`src/sv/chain_dominance_judge_assert.svh`:
```
// Assertion macros shared by the chain dominance judge.
// Each macro expects clk and rst_n to be visible where it is used.
`ifndef CHAIN_DOMINANCE_JUDGE_ASSERT_SVH
`define CHAIN_DOMINANCE_JUDGE_ASSERT_SVH

// Consequent must hold in the same cycle as the antecedent.
`define CDJ_ASSERT_NOW(lbl, ante, cons) \
    lbl: assert property (@(posedge clk) disable iff (!rst_n) (ante) |-> (cons)) \
        else $error("cdj assertion failed");

// Consequent must hold in the cycle after the antecedent.
`define CDJ_ASSERT_NEXT(lbl, ante, cons) \
    lbl: assert property (@(posedge clk) disable iff (!rst_n) (ante) |=> (cons)) \
        else $error("cdj assertion failed");

`endif

```
`src/sv/cdj_pkg.sv`:
```
// Shared constants, types and helpers of the chain dominance judge.
// No dependencies; imported by every module of the block.
`timescale 1ns / 1ps

package cdj_pkg;

    localparam int MAX_CHAINS = 256;
    localparam int CNT_W      = $clog2(MAX_CHAINS);
    localparam int WIDE_W     = CNT_W + 8;

    localparam int CFG_W      = 17;
    localparam int COVF_W     = 17;
    localparam int DOMR_W     = 16;

    localparam logic [0:0] CFG_COVERAGE_FRACTION = 1'd0;
    localparam logic [0:0] CFG_DOMINANCE_RATIO   = 1'd1;

    localparam logic [COVF_W-1:0] COVF_RESET = 17'd58982;
    localparam logic [DOMR_W-1:0] DOMR_RESET = 16'd512;

    localparam logic [2:0] V_DOMINANT  = 3'd0;
    localparam logic [2:0] V_NO_CHAINS = 3'd1;
    localparam logic [2:0] V_NO_LENGTH = 3'd2;
    localparam logic [2:0] V_INTRON    = 3'd3;
    localparam logic [2:0] V_PARTIAL   = 3'd4;
    localparam logic [2:0] V_COMPETING = 3'd5;

    // Commands from the controller to the datapath.
    typedef struct packed {
        logic accept;   // take the input word into the per-read state
        logic mult;     // form the coverage and dominance products
        logic judge;    // load the verdict register and clear the read
    } cdj_cmd_t;

    // Chain index clipped to the 8-bit result field.
    function automatic logic [7:0] sat_winner(input logic [CNT_W-1:0] idx);
        logic [WIDE_W-1:0] wide;
        wide = WIDE_W'(idx);
        if (wide > WIDE_W'(255))
            return 8'd255;
        return wide[7:0];
    endfunction

endpackage

```
`src/sv/cdj_ctrl.sv`:
```
// Controller of the chain dominance judge: sequences a verdict after the
// last word of a read and owns the output valid flag. Depends on cdj_pkg.
`timescale 1ns / 1ps

module cdj_ctrl
    import cdj_pkg::*;
(
    input  logic     clk,
    input  logic     rst_n,
    input  logic     in_valid,
    input  logic     last_chain,
    input  logic     out_stall,
    output logic     in_stall,
    output logic     out_valid,
    output cdj_cmd_t cmd
);

    localparam logic [1:0] ST_ACCEPT = 2'd0;
    localparam logic [1:0] ST_MULT   = 2'd1;
    localparam logic [1:0] ST_JUDGE  = 2'd2;

    logic [1:0] state_reg, state_next;
    logic       out_valid_reg, out_valid_next;
    logic       out_free;

    assign out_free = !out_valid_reg || !out_stall;

    always_comb
    begin
        state_next     = state_reg;
        out_valid_next = out_valid_reg && out_stall;
        cmd            = '0;
        in_stall       = 1'b1;
        unique case (state_reg)
            ST_ACCEPT:
            begin
                in_stall   = 1'b0;
                cmd.accept = in_valid;
                if (in_valid && last_chain)
                    state_next = ST_MULT;
            end
            ST_MULT:
            begin
                cmd.mult   = 1'b1;
                state_next = ST_JUDGE;
            end
            ST_JUDGE:
            begin
                // The verdict waits here until the output register is free.
                if (out_free)
                begin
                    cmd.judge      = 1'b1;
                    out_valid_next = 1'b1;
                    state_next     = ST_ACCEPT;
                end
            end
            default:
            begin
                state_next = ST_ACCEPT;
            end
        endcase
    end

    always_ff @(posedge clk or negedge rst_n)
    begin
        if (!rst_n)
        begin
            state_reg     <= ST_ACCEPT;
            out_valid_reg <= 1'b0;
        end
        else
        begin
            state_reg     <= state_next;
            out_valid_reg <= out_valid_next;
        end
    end

    assign out_valid = out_valid_reg;

endmodule

```
`src/sv/cdj_dp.sv`:
```
// Datapath of the chain dominance judge: per-read best and runner-up state,
// configuration registers, products and the verdict register. Uses cdj_pkg.
`timescale 1ns / 1ps

module cdj_dp
    import cdj_pkg::*;
(
    input  logic               clk,
    input  logic               rst_n,
    input  cdj_cmd_t           cmd,
    input  logic               cfg_we,
    input  logic [0:0]         cfg_index,
    input  logic [CFG_W-1:0]   cfg_data,
    input  logic               chain_present,
    input  logic signed [31:0] chain_score,
    input  logic [31:0]        span_begin,
    input  logic [31:0]        span_end,
    input  logic               intron_gap,
    input  logic [31:0]        read_length,
    output logic               is_resolved,
    output logic [7:0]         winner_index,
    output logic [2:0]         verdict_code
);

    logic [COVF_W-1:0]  cov_frac_reg;
    logic [DOMR_W-1:0]  dom_ratio_reg;

    logic signed [31:0] top_score_reg, top_score_next;
    logic [CNT_W-1:0]   top_index_reg, top_index_next;
    logic [31:0]        top_covered_reg, top_covered_next;
    logic               top_intron_reg, top_intron_next;
    logic signed [31:0] runner_score_reg, runner_score_next;
    logic               runner_valid_reg, runner_valid_next;
    logic [CNT_W-1:0]   count_reg, count_next;
    logic [31:0]        rlen_reg;

    logic [48:0]        cov_prod_reg;
    logic signed [48:0] dom_prod_reg;

    logic               is_resolved_reg;
    logic [7:0]         winner_index_reg;
    logic [2:0]         verdict_code_reg;

    logic [31:0]        span_len;
    logic [48:0]        cov_lhs;
    logic signed [48:0] dom_lhs;
    logic [2:0]         verdict;

    // Configuration registers.
    always_ff @(posedge clk or negedge rst_n)
    begin
        if (!rst_n)
        begin
            cov_frac_reg  <= COVF_RESET;
            dom_ratio_reg <= DOMR_RESET;
        end
        else if (cfg_we)
        begin
            unique case (cfg_index)
                CFG_COVERAGE_FRACTION: cov_frac_reg  <= cfg_data;
                CFG_DOMINANCE_RATIO:   dom_ratio_reg <= cfg_data[DOMR_W-1:0];
                default:               ;
            endcase
        end
    end

    assign span_len = (span_end > span_begin) ? (span_end - span_begin) : 32'd0;

    // Best and runner-up tracking; a tie never displaces the best chain.
    always_comb
    begin
        top_score_next    = top_score_reg;
        top_index_next    = top_index_reg;
        top_covered_next  = top_covered_reg;
        top_intron_next   = top_intron_reg;
        runner_score_next = runner_score_reg;
        runner_valid_next = runner_valid_reg;
        count_next        = count_reg;
        if (cmd.judge)
        begin
            top_score_next    = '0;
            top_index_next    = '0;
            top_covered_next  = '0;
            top_intron_next   = 1'b0;
            runner_score_next = '0;
            runner_valid_next = 1'b0;
            count_next        = '0;
        end
        else if (cmd.accept && chain_present)
        begin
            if (count_reg == '0)
            begin
                top_score_next   = chain_score;
                top_index_next   = '0;
                top_covered_next = span_len;
                top_intron_next  = intron_gap;
            end
            else if (chain_score > top_score_reg)
            begin
                runner_score_next = top_score_reg;
                runner_valid_next = 1'b1;
                top_score_next    = chain_score;
                top_index_next    = count_reg;
                top_covered_next  = span_len;
                top_intron_next   = intron_gap;
            end
            else if (!runner_valid_reg || chain_score > runner_score_reg)
            begin
                runner_score_next = chain_score;
                runner_valid_next = 1'b1;
            end
            if (count_reg < CNT_W'(MAX_CHAINS - 1))
                count_next = count_reg + 1'b1;
        end
    end

    always_ff @(posedge clk or negedge rst_n)
    begin
        if (!rst_n)
        begin
            top_score_reg    <= '0;
            top_index_reg    <= '0;
            top_covered_reg  <= '0;
            top_intron_reg   <= 1'b0;
            runner_score_reg <= '0;
            runner_valid_reg <= 1'b0;
            count_reg        <= '0;
        end
        else
        begin
            top_score_reg    <= top_score_next;
            top_index_reg    <= top_index_next;
            top_covered_reg  <= top_covered_next;
            top_intron_reg   <= top_intron_next;
            runner_score_reg <= runner_score_next;
            runner_valid_reg <= runner_valid_next;
            count_reg        <= count_next;
        end
    end

    // Read length and the two cross-multiply products.
    always_ff @(posedge clk)
    begin
        if (cmd.accept)
            rlen_reg <= read_length;
        if (cmd.mult)
        begin
            cov_prod_reg <= 49'(rlen_reg) * 49'(cov_frac_reg);
            dom_prod_reg <= $signed({1'b0, dom_ratio_reg}) * runner_score_reg;
        end
    end

    assign cov_lhs = {1'b0, top_covered_reg, 16'd0};
    assign dom_lhs = 49'($signed({top_score_reg, 8'd0}));

    always_comb
    begin
        if (count_reg == '0)
            verdict = V_NO_CHAINS;
        else if (rlen_reg == 32'd0)
            verdict = V_NO_LENGTH;
        else if (top_intron_reg)
            verdict = V_INTRON;
        else if (cov_lhs < cov_prod_reg)
            verdict = V_PARTIAL;
        else if (runner_valid_reg && runner_score_reg > 32'sd0 && dom_lhs < dom_prod_reg)
            verdict = V_COMPETING;
        else
            verdict = V_DOMINANT;
    end

    always_ff @(posedge clk)
    begin
        if (cmd.judge)
        begin
            verdict_code_reg <= verdict;
            is_resolved_reg  <= (verdict == V_DOMINANT);
            winner_index_reg <= (verdict == V_DOMINANT) ? sat_winner(top_index_reg) : 8'd0;
        end
    end

    assign is_resolved  = is_resolved_reg;
    assign winner_index = winner_index_reg;
    assign verdict_code = verdict_code_reg;

endmodule

```
`src/sv/chain_dominance_judge.sv`:
```
// Chain dominance judge top level: controller plus datapath.
// Depends on cdj_pkg, cdj_ctrl, cdj_dp and chain_dominance_judge_assert.svh.
//
//   channel   handshake             words
//   in        in_valid / in_stall   one chain summary per word
//   out       out_valid / out_stall one verdict per read
//   cfg       cfg_we                coverage_fraction, dominance_ratio
//
// A word without last_chain is taken back to back, with no stall.
// A last word is followed by the product state and then the verdict state,
// and input stalls during both; the verdict step loads the output register.
// If the previous verdict is still held, the verdict step waits until it is
// taken. Reset clears the per-read state and restores the register defaults.
`timescale 1ns / 1ps
`include "chain_dominance_judge_assert.svh"

module chain_dominance_judge
    import cdj_pkg::*;
(
    input  logic               clk,
    input  logic               rst_n,
    input  logic               cfg_we,
    input  logic [0:0]         cfg_index,
    input  logic [CFG_W-1:0]   cfg_data,
    input  logic               in_valid,
    output logic               in_stall,
    input  logic               chain_present,
    input  logic signed [31:0] chain_score,
    input  logic [31:0]        span_begin,
    input  logic [31:0]        span_end,
    input  logic               intron_gap,
    input  logic [31:0]        read_length,
    input  logic               last_chain,
    output logic               out_valid,
    input  logic               out_stall,
    output logic               is_resolved,
    output logic [7:0]         winner_index,
    output logic [2:0]         verdict_code
);

    cdj_cmd_t cmd;

    cdj_ctrl u_ctrl (
        .clk        (clk),
        .rst_n      (rst_n),
        .in_valid   (in_valid),
        .last_chain (last_chain),
        .out_stall  (out_stall),
        .in_stall   (in_stall),
        .out_valid  (out_valid),
        .cmd        (cmd)
    );

    cdj_dp u_dp (
        .clk           (clk),
        .rst_n         (rst_n),
        .cmd           (cmd),
        .cfg_we        (cfg_we),
        .cfg_index     (cfg_index),
        .cfg_data      (cfg_data),
        .chain_present (chain_present),
        .chain_score   (chain_score),
        .span_begin    (span_begin),
        .span_end      (span_end),
        .intron_gap    (intron_gap),
        .read_length   (read_length),
        .is_resolved   (is_resolved),
        .winner_index  (winner_index),
        .verdict_code  (verdict_code)
    );

    `CDJ_ASSERT_NEXT(a_last_word_blocks, in_valid && !in_stall && last_chain, in_stall)
    `CDJ_ASSERT_NOW(a_resolved_matches, out_valid, is_resolved == (verdict_code == V_DOMINANT))
    `CDJ_ASSERT_NOW(a_index_zero, out_valid && verdict_code != V_DOMINANT, winner_index == 8'd0)
    `CDJ_ASSERT_NOW(a_one_command, 1'b1, $onehot0({cmd.accept, cmd.mult, cmd.judge}))

endmodule
```
`config.mk`:
```
export PLATFORM = sky130hd
export DESIGN_NAME = chain_dominance_judge
export DESIGN_NICKNAME = d
export VERILOG_FILES = /design/src/sv/cdj_pkg.sv /design/src/sv/cdj_ctrl.sv /design/src/sv/cdj_dp.sv /design/src/sv/chain_dominance_judge.sv
export VERILOG_INCLUDE_DIRS = /design/src /design/src/sv
export SDC_FILE = /design/constraint.sdc
export NUM_CORES = 2
export LEC_CHECK = 0
export BUFFER_PORTS_ARGS = -buffer_cell sky130_fd_sc_hd__buf_2
export CORE_ASPECT_RATIO = 1.2
export CORE_MARGIN = 5
export CORE_UTILIZATION = 35
export DETAILED_ROUTE_END_ITERATION = 8
export HOLD_SLACK_MARGIN = 0.03
export PLACE_DENSITY_LB_ADDON = 0.1
export SLEW_MARGIN = 10
export SYNTH_ARGS = -nofsm -noshare
export SYNTH_HDL_FRONTEND = slang
export SYNTH_SLANG_ARGS = --single-unit
```
`constraint.sdc`:
```
create_clock -name clk -period 7.69 [get_ports clk]
set_input_delay 1.538 -clock clk [delete_from_list [all_inputs] [get_ports clk]]
set_output_delay 1.538 -clock clk [all_outputs]
set_load 0.005 [all_outputs]
```
* Word level (Yosys, flattened, before mapping)
Index checks and enable logic that the tools add are counted.
** Cells by class
- $lt $le $gt $ge :: 7
- Equal/unequal tests :: 5
- Multiply operators :: 2
- Bitwise operators :: 1
- Mux-type cells :: 45
- Reduce and logical (&&, ||, !) cells :: 24
- Add/subtract/negate cells :: 2
- Divide/modulo/power cells :: 0
- Shifts and indexed selects :: 0
** Operators with widths (count)
- two-way mux 32 bit :: 14
- > comparator 32 bit :: 3
- two-way mux 8 bit :: 7
- < comparator 40 x 49 -> 1 bit :: 1
- < comparator 48 x 49 -> 1 bit :: 1
- multiplier 17 x 32 -> 49 bit :: 1
- multiplier 32 x 17 -> 49 bit :: 1
- > comparator 32 x 1 -> 1 bit, second input constant :: 1
- zero test 32 bit :: 1
- subtractor 32 bit :: 1
- two-way mux 1 bit :: 16
- two-way mux 3 bit :: 5
- AND reduction 2 bit :: 5
- adder 8 x 1 -> 8 bit, second input constant :: 1
- zero test 8 bit :: 1
- < comparator 8 bit, second input constant :: 1
- one-hot mux 2 bit (3 select lines) :: 1
- nonzero test 3 bit :: 2
- logical AND 1 bit :: 5
- two-way mux 2 bit :: 2
- != test 2 x 1 -> 1 bit, second input constant :: 2
- nonzero test 2 bit :: 2
- zero test 1 bit :: 3
- zero test 3 bit :: 1
- 7 further kinds :: 8
** Storage, ports and cells
- Output and inout port bits :: 14
- Logic and storage cells :: 103
- Bits in writable memories :: 0
- Memories kept :: 0
- Bits of input ports :: 154
- Flip-flop bits (word level) :: 292
- Memory bits (read-only) :: 0
- Bits in latches :: 0

* Longest topological paths before layout
- Word-level depth :: 9
- Depth in mapped cells :: 25
- Mapped depth without buffers :: 23

* Cells and area by module
From an unflattened synthesis, not the netlist that was laid out.
** Unflattened totals
- Cells, all modules :: 5595
- Area, all modules :: 51687.1 um2
** By module, submodules not included
- cdj_dp :: area an instance 51544.4 um2, seq. area each 7955.1 um2, times used 1, cells each 5582
- cdj_ctrl :: area an instance 142.6 um2, seq. area each 75.1 um2, times used 1, cells each 13

* Least setup slack after synthesis
OpenSTA, ideal clock, no wires.
- Kind :: register to register
- From :: register u_dp.runner_score_reg[7]
- To :: register u_dp.dom_prod_reg[48] (data pin)
- Setup time :: 0.263 ns
- Required time :: 7.427 ns
- Path buffers :: 3
- Clock period less this slack :: 6.542 ns
- Arrival time :: 6.279 ns
- Cell stages (with the launch flop) :: 25
- Setup slack :: 1.148 ns
- Cells stage by stage :: dfrtp_1 > clkbuf_1 > clkbuf_1 > nand2_1 > fa_1 > inv_1 > fa_1 > inv_1 > fa_1 > inv_1 > fa_1 > fa_1 > inv_1 > fa_1 > inv_1 > ha_1 > clkbuf_1 > nand4_1 > or2_2 > nor2_1 > a211oi_2 > o31ai_1 > a41oi_1 > mux2i_1 > a2111o_1
** On the way
- Word-level cells in the longest chain between the ends :: 1
** RTL lines
- start, declared :: line cdj_dp.sv:32 : logic signed [31:0] runner_score_reg, runner_score_next;
- start signal, assigned :: line cdj_dp.sv:135 : runner_score_reg <= runner_score_next;
- multiplier 17 x 32 -> 49 bit :: line cdj_dp.sv:149 : dom_prod_reg <= $signed({1'b0, dom_ratio_reg}) * runner_score_reg;
- end signal, assigned :: line cdj_dp.sv:149
- end, declared :: line cdj_dp.sv:38 : logic signed [48:0] dom_prod_reg;
No other way between the ends.
A chain may end at the register's enable or synchronous reset.

* Worst setup path after layout
- From :: register u_dp.dom_ratio_reg[12]
- To :: register u_dp.dom_prod_reg[48] (data pin)
** On the way
- Word-level cells in the longest chain between the ends :: 1
** RTL lines
- start, declared :: line cdj_dp.sv:26 : logic [DOMR_W-1:0] dom_ratio_reg;
- start signal, assigned :: line cdj_dp.sv:61 : CFG_DOMINANCE_RATIO: dom_ratio_reg <= cfg_data[DOMR_W-1:0];
- multiplier 17 x 32 -> 49 bit :: line cdj_dp.sv:149
No other way between the ends.

==> run_results.csv <==
group,metric,value,unit
cts,ctsRootBufferMaster,"clkbuf_16",
worst_setup_path,crit_arrival,7.68,ns
sta,rsz0062_at_grt,"false",
global_route,grt_max_degree,65,
finish,final_cell_area,0.0565,mm2
logic_synthesis,synth-main-ff-cell,"edfxtp_1",
worst_setup_path,end_kind,"flip-flop",
placed_design,io_buffer_count,167,
logic_synthesis,synth_warnings,0,
logic_synthesis,synth_most_common_cell,"inv_1",
logic_synthesis,syn_avg_cell_area,9.11,um2
placed_design,placed_area,0.0551,mm2
worst_setup_path,crit_start,"u_dp.dom_ratio_reg[12]$_DFFE_PN0P_",
logic_synthesis,ys_ff_latch,292,
worst_setup_path,crit_type,"reg -> reg",
sta,drv_slew,0,
global_route,antenna_found_initial,5,
detailed_routing,wl_met1,64800,um
detailed_routing,wl_per_cell,21.5,um
cts,numCtsBuffers,41,
detailed_routing,drc,0,
sta,setup_viol_count_final,0,
detailed_routing,wirelength,167000,um
logic_synthesis,synth_top_area_share,36.5,%
floorplanning,fp-row-count,154,
placed_design,pre_cts_slack,0.522,ns
floorplanning,initial_utilization,35.2,%
sta,fin_ws,0.368,ns
status,status,"finished, final reports clean",
sta,worst_clock_skew,0.0598,ns
sta,finalSetupTns,0,ns
floorplanning,die-width,360,um
cts,cts.sinks,292,
worst_setup_path,worstReg2RegStart,"u_dp.dom_ratio_reg[12]$_DFFE_PN0P_",
logic_synthesis,synth.area.top_cells,"fa_1, ha_1, inv_1, edfxtp_1, dfrtp_1",
detailed_routing,dr.max_layer_used,"met5",
cts,clock_latency,0.66,ns
detailed_routing,ant_nets,0,
sta,holdWs,0.514,ns
logic_synthesis,synthesis.area,0.0515,mm2
logic_synthesis,synth-async-reset-ratio,51.4,%
finish,syn_to_final_growth,9.70,%
logic_synthesis,synth_cells,5658,
sta,fmax,137,MHz
finish,drive_gt1_share,7.97,%
worst_setup_path,r2r-end,"u_dp.dom_prod_reg[48]$_DFFE_PN_",
placed_design,gp_congestion,0.868,
sta,timing_hold_violations_final,0,
worst_setup_path,critPathLaunchType,"flip-flop",
cts,cts_resized,0,
finish,fill_cells,15100,
worst_setup_path,cp_max_fo,17,
logic_synthesis,synth_largest_area_cell,"fa_1",
detailed_routing,drt_iter0_drc,1844,
detailed_routing,dr_wl_met3,6900,um
sta,period_needed,7.32,ns
cts,path_clk_slew,0.06,ns
sta,tightest_slew,1.07,ns
global_route,grt_usage,21.8,%
cts,cts_tree,"yes",
sta,period_share,95.2,%
logic_synthesis,yosysSeqAreaShare,15.6,%
detailed_routing,vias,38400,
logic_synthesis,synth_edf_count,142,
cts,post_cts.repair.setup_buffers,0,
floorplanning,core_area,0.147,mm2
floorplanning,dieArea,0.155,mm2
worst_setup_path,r2r_cells,18,
logic_synthesis,synth_cell_type_count,86,
detailed_routing,viasPerCell,4.96,
worst_setup_path,r2r_setup_slack,0.37,ns
flow_run,drv_cap,0,
worst_setup_path,crit_required,8.05,ns
hold_path,hold_path.class,"reg -> reg",
global_route,grt_pass1_wl,259000,um
finish,final_net_count,7266,
cts,hold_buffers,0,
global_route,grt_pass1_vias,43100,
detailed_routing,dr.pass1.iters,7,
logic_synthesis,netlist_top_cells_count,"inv_1, fa_1, nand2_1",
placed_design,hpwl,135000,um
cts,cts_max_path_buffers,3,
global_route,grt-ovfl-total,0,
logic_synthesis,synth.net_count,7162,
worst_setup_path,endpoint,"u_dp.dom_prod_reg[48]$_DFFE_PN_",
detailed_routing,met2_length,87800,um
floorplanning,ios,168,
cts,htree_levels,2,
floorplanning,die_y,430,um
sta,maxSlewHeadroom,28.4,%
==> cells in the final DEF (no fill, tap or decap), types with 16 or more instances in the layout <==
| cell | count |
|---|---|
| inv_1 | 1329 |
| fa_1 | 939 |
| nand2_1 | 837 |
| ha_1 | 411 |
| and2_1 | 404 |
| a21oi_1 | 182 |
| buf_2 | 166 |
| nor2_1 | 165 |
| buf_4 | 143 |
| edfxtp_1 | 142 |
| dfrtp_1 | 139 |
| a21o_1 | 101 |
| o21ai_0 | 76 |
| xnor2_1 | 69 |
| nand3_1 | 52 |
| nand4_1 | 43 |
| xor2_1 | 41 |
| clkbuf_16 | 41 |
| mux2_2 | 37 |
| mux2i_1 | 35 |
| mux2_1 | 31 |
| a22o_1 | 31 |
| nor3_1 | 28 |
| nor4_1 | 27 |
| nand2b_1 | 24 |
| nor2b_1 | 20 |
| and3_1 | 19 |
| o21bai_1 | 19 |
| a31oi_1 | 16 |
==> kinds of logic (layout without fill, tap and decap cells) <==
group | count (synthesis) | count (layout) | synth area share (%)
XOR/XNOR | 110 | 110 | 1.87
flip-flops | 292 | 292 | 15.6
AO/OA/AOI/OAI | 559 | 559 | 7.12
other | 0 | 2 | 0
buffers and inverters | 1589 | 1726 | 11.7
AND/OR/NAND/NOR | 1655 | 1655 | 15.1
adder cells (fa/ha/maj) | 1350 | 1350 | 46.4
multiplexers | 103 | 103 | 2.17
==> worst max-delay path, stage by stage (launching register included) <==
cell      delay, ns
dfrtp_1        0.95
buf_4          0.43
nand2_1        0.12
fa_1           0.54
inv_1          0.06
fa_1           0.56
fa_1           0.43
fa_1           0.50
fa_1           0.50
inv_1          0.05
fa_1           0.53
inv_1          0.07
ha_1           0.41
and4_1         0.30
nand2_1        0.07
o31ai_1        0.71
a41oi_1        0.26
mux2i_1        0.17
a2111o_1       0.38
==> final cells by class <==
cell class	count	area [um2]	area share, %
clock buffers	46	1040	1.85
well taps	1950	2440	4.32
clock inverters	30	365	0.646
diodes	2	5.00	0.00885
flip-flops and latches	292	8030	14.2
repair buffers	320	2120	3.74
multi-input cells	3777	37500	66.4
inverters	1330	4990	8.83
==> layer usage <==
layer	vias up	track usage (%)
li1	17400	-
met1	19900	25.5
met2	833	40.8
met3	284	2.82
met4	2	7.93
met5	-	0
==> through the flow <==
step | cells | util, %
3_3_place_gp | 7669 | 37.6
4_1_cts | 7745 | 38.6
5_1_grt | 7745 | 38.6
3_5_place_dp | 7669 | 37.6
6_report | 7747 | 38.6
2_1_floorplan | 5658 | -
==> worst min-delay path by stage <==
stage | from | slack [ns] | depth (start not counted) | endpoint
5_1_grt | u_dp.dom_ratio_reg[4]$_DFFE_PN0P_ | 0.52 | 1 | u_dp.dom_ratio_reg[4]$_DFFE_PN0P_
3_5_place_dp | u_dp.dom_ratio_reg[4]$_DFFE_PN0P_ | 0.50 | 1 | u_dp.dom_ratio_reg[4]$_DFFE_PN0P_
6_report | u_dp.top_index_reg[0]$_DFFE_PN0P_ | 0.51 | 2 | u_dp.top_index_reg[0]$_DFFE_PN0P_
3_3_place_gp | u_dp.top_index_reg[0]$_DFFE_PN0P_ | 0.49 | 2 | u_dp.top_index_reg[0]$_DFFE_PN0P_
2_1_floorplan | u_dp.top_covered_reg[18]$_DFFE_PN0P_ | 0.47 | 1 | u_dp.top_covered_reg[18]$_DFFE_PN0P_
4_1_cts | u_dp.dom_ratio_reg[4]$_DFFE_PN0P_ | 0.51 | 1 | u_dp.dom_ratio_reg[4]$_DFFE_PN0P_
Power is not shown: default switching activity piles up to over one toggle a cycle in this logic, so the estimate is an artifact.
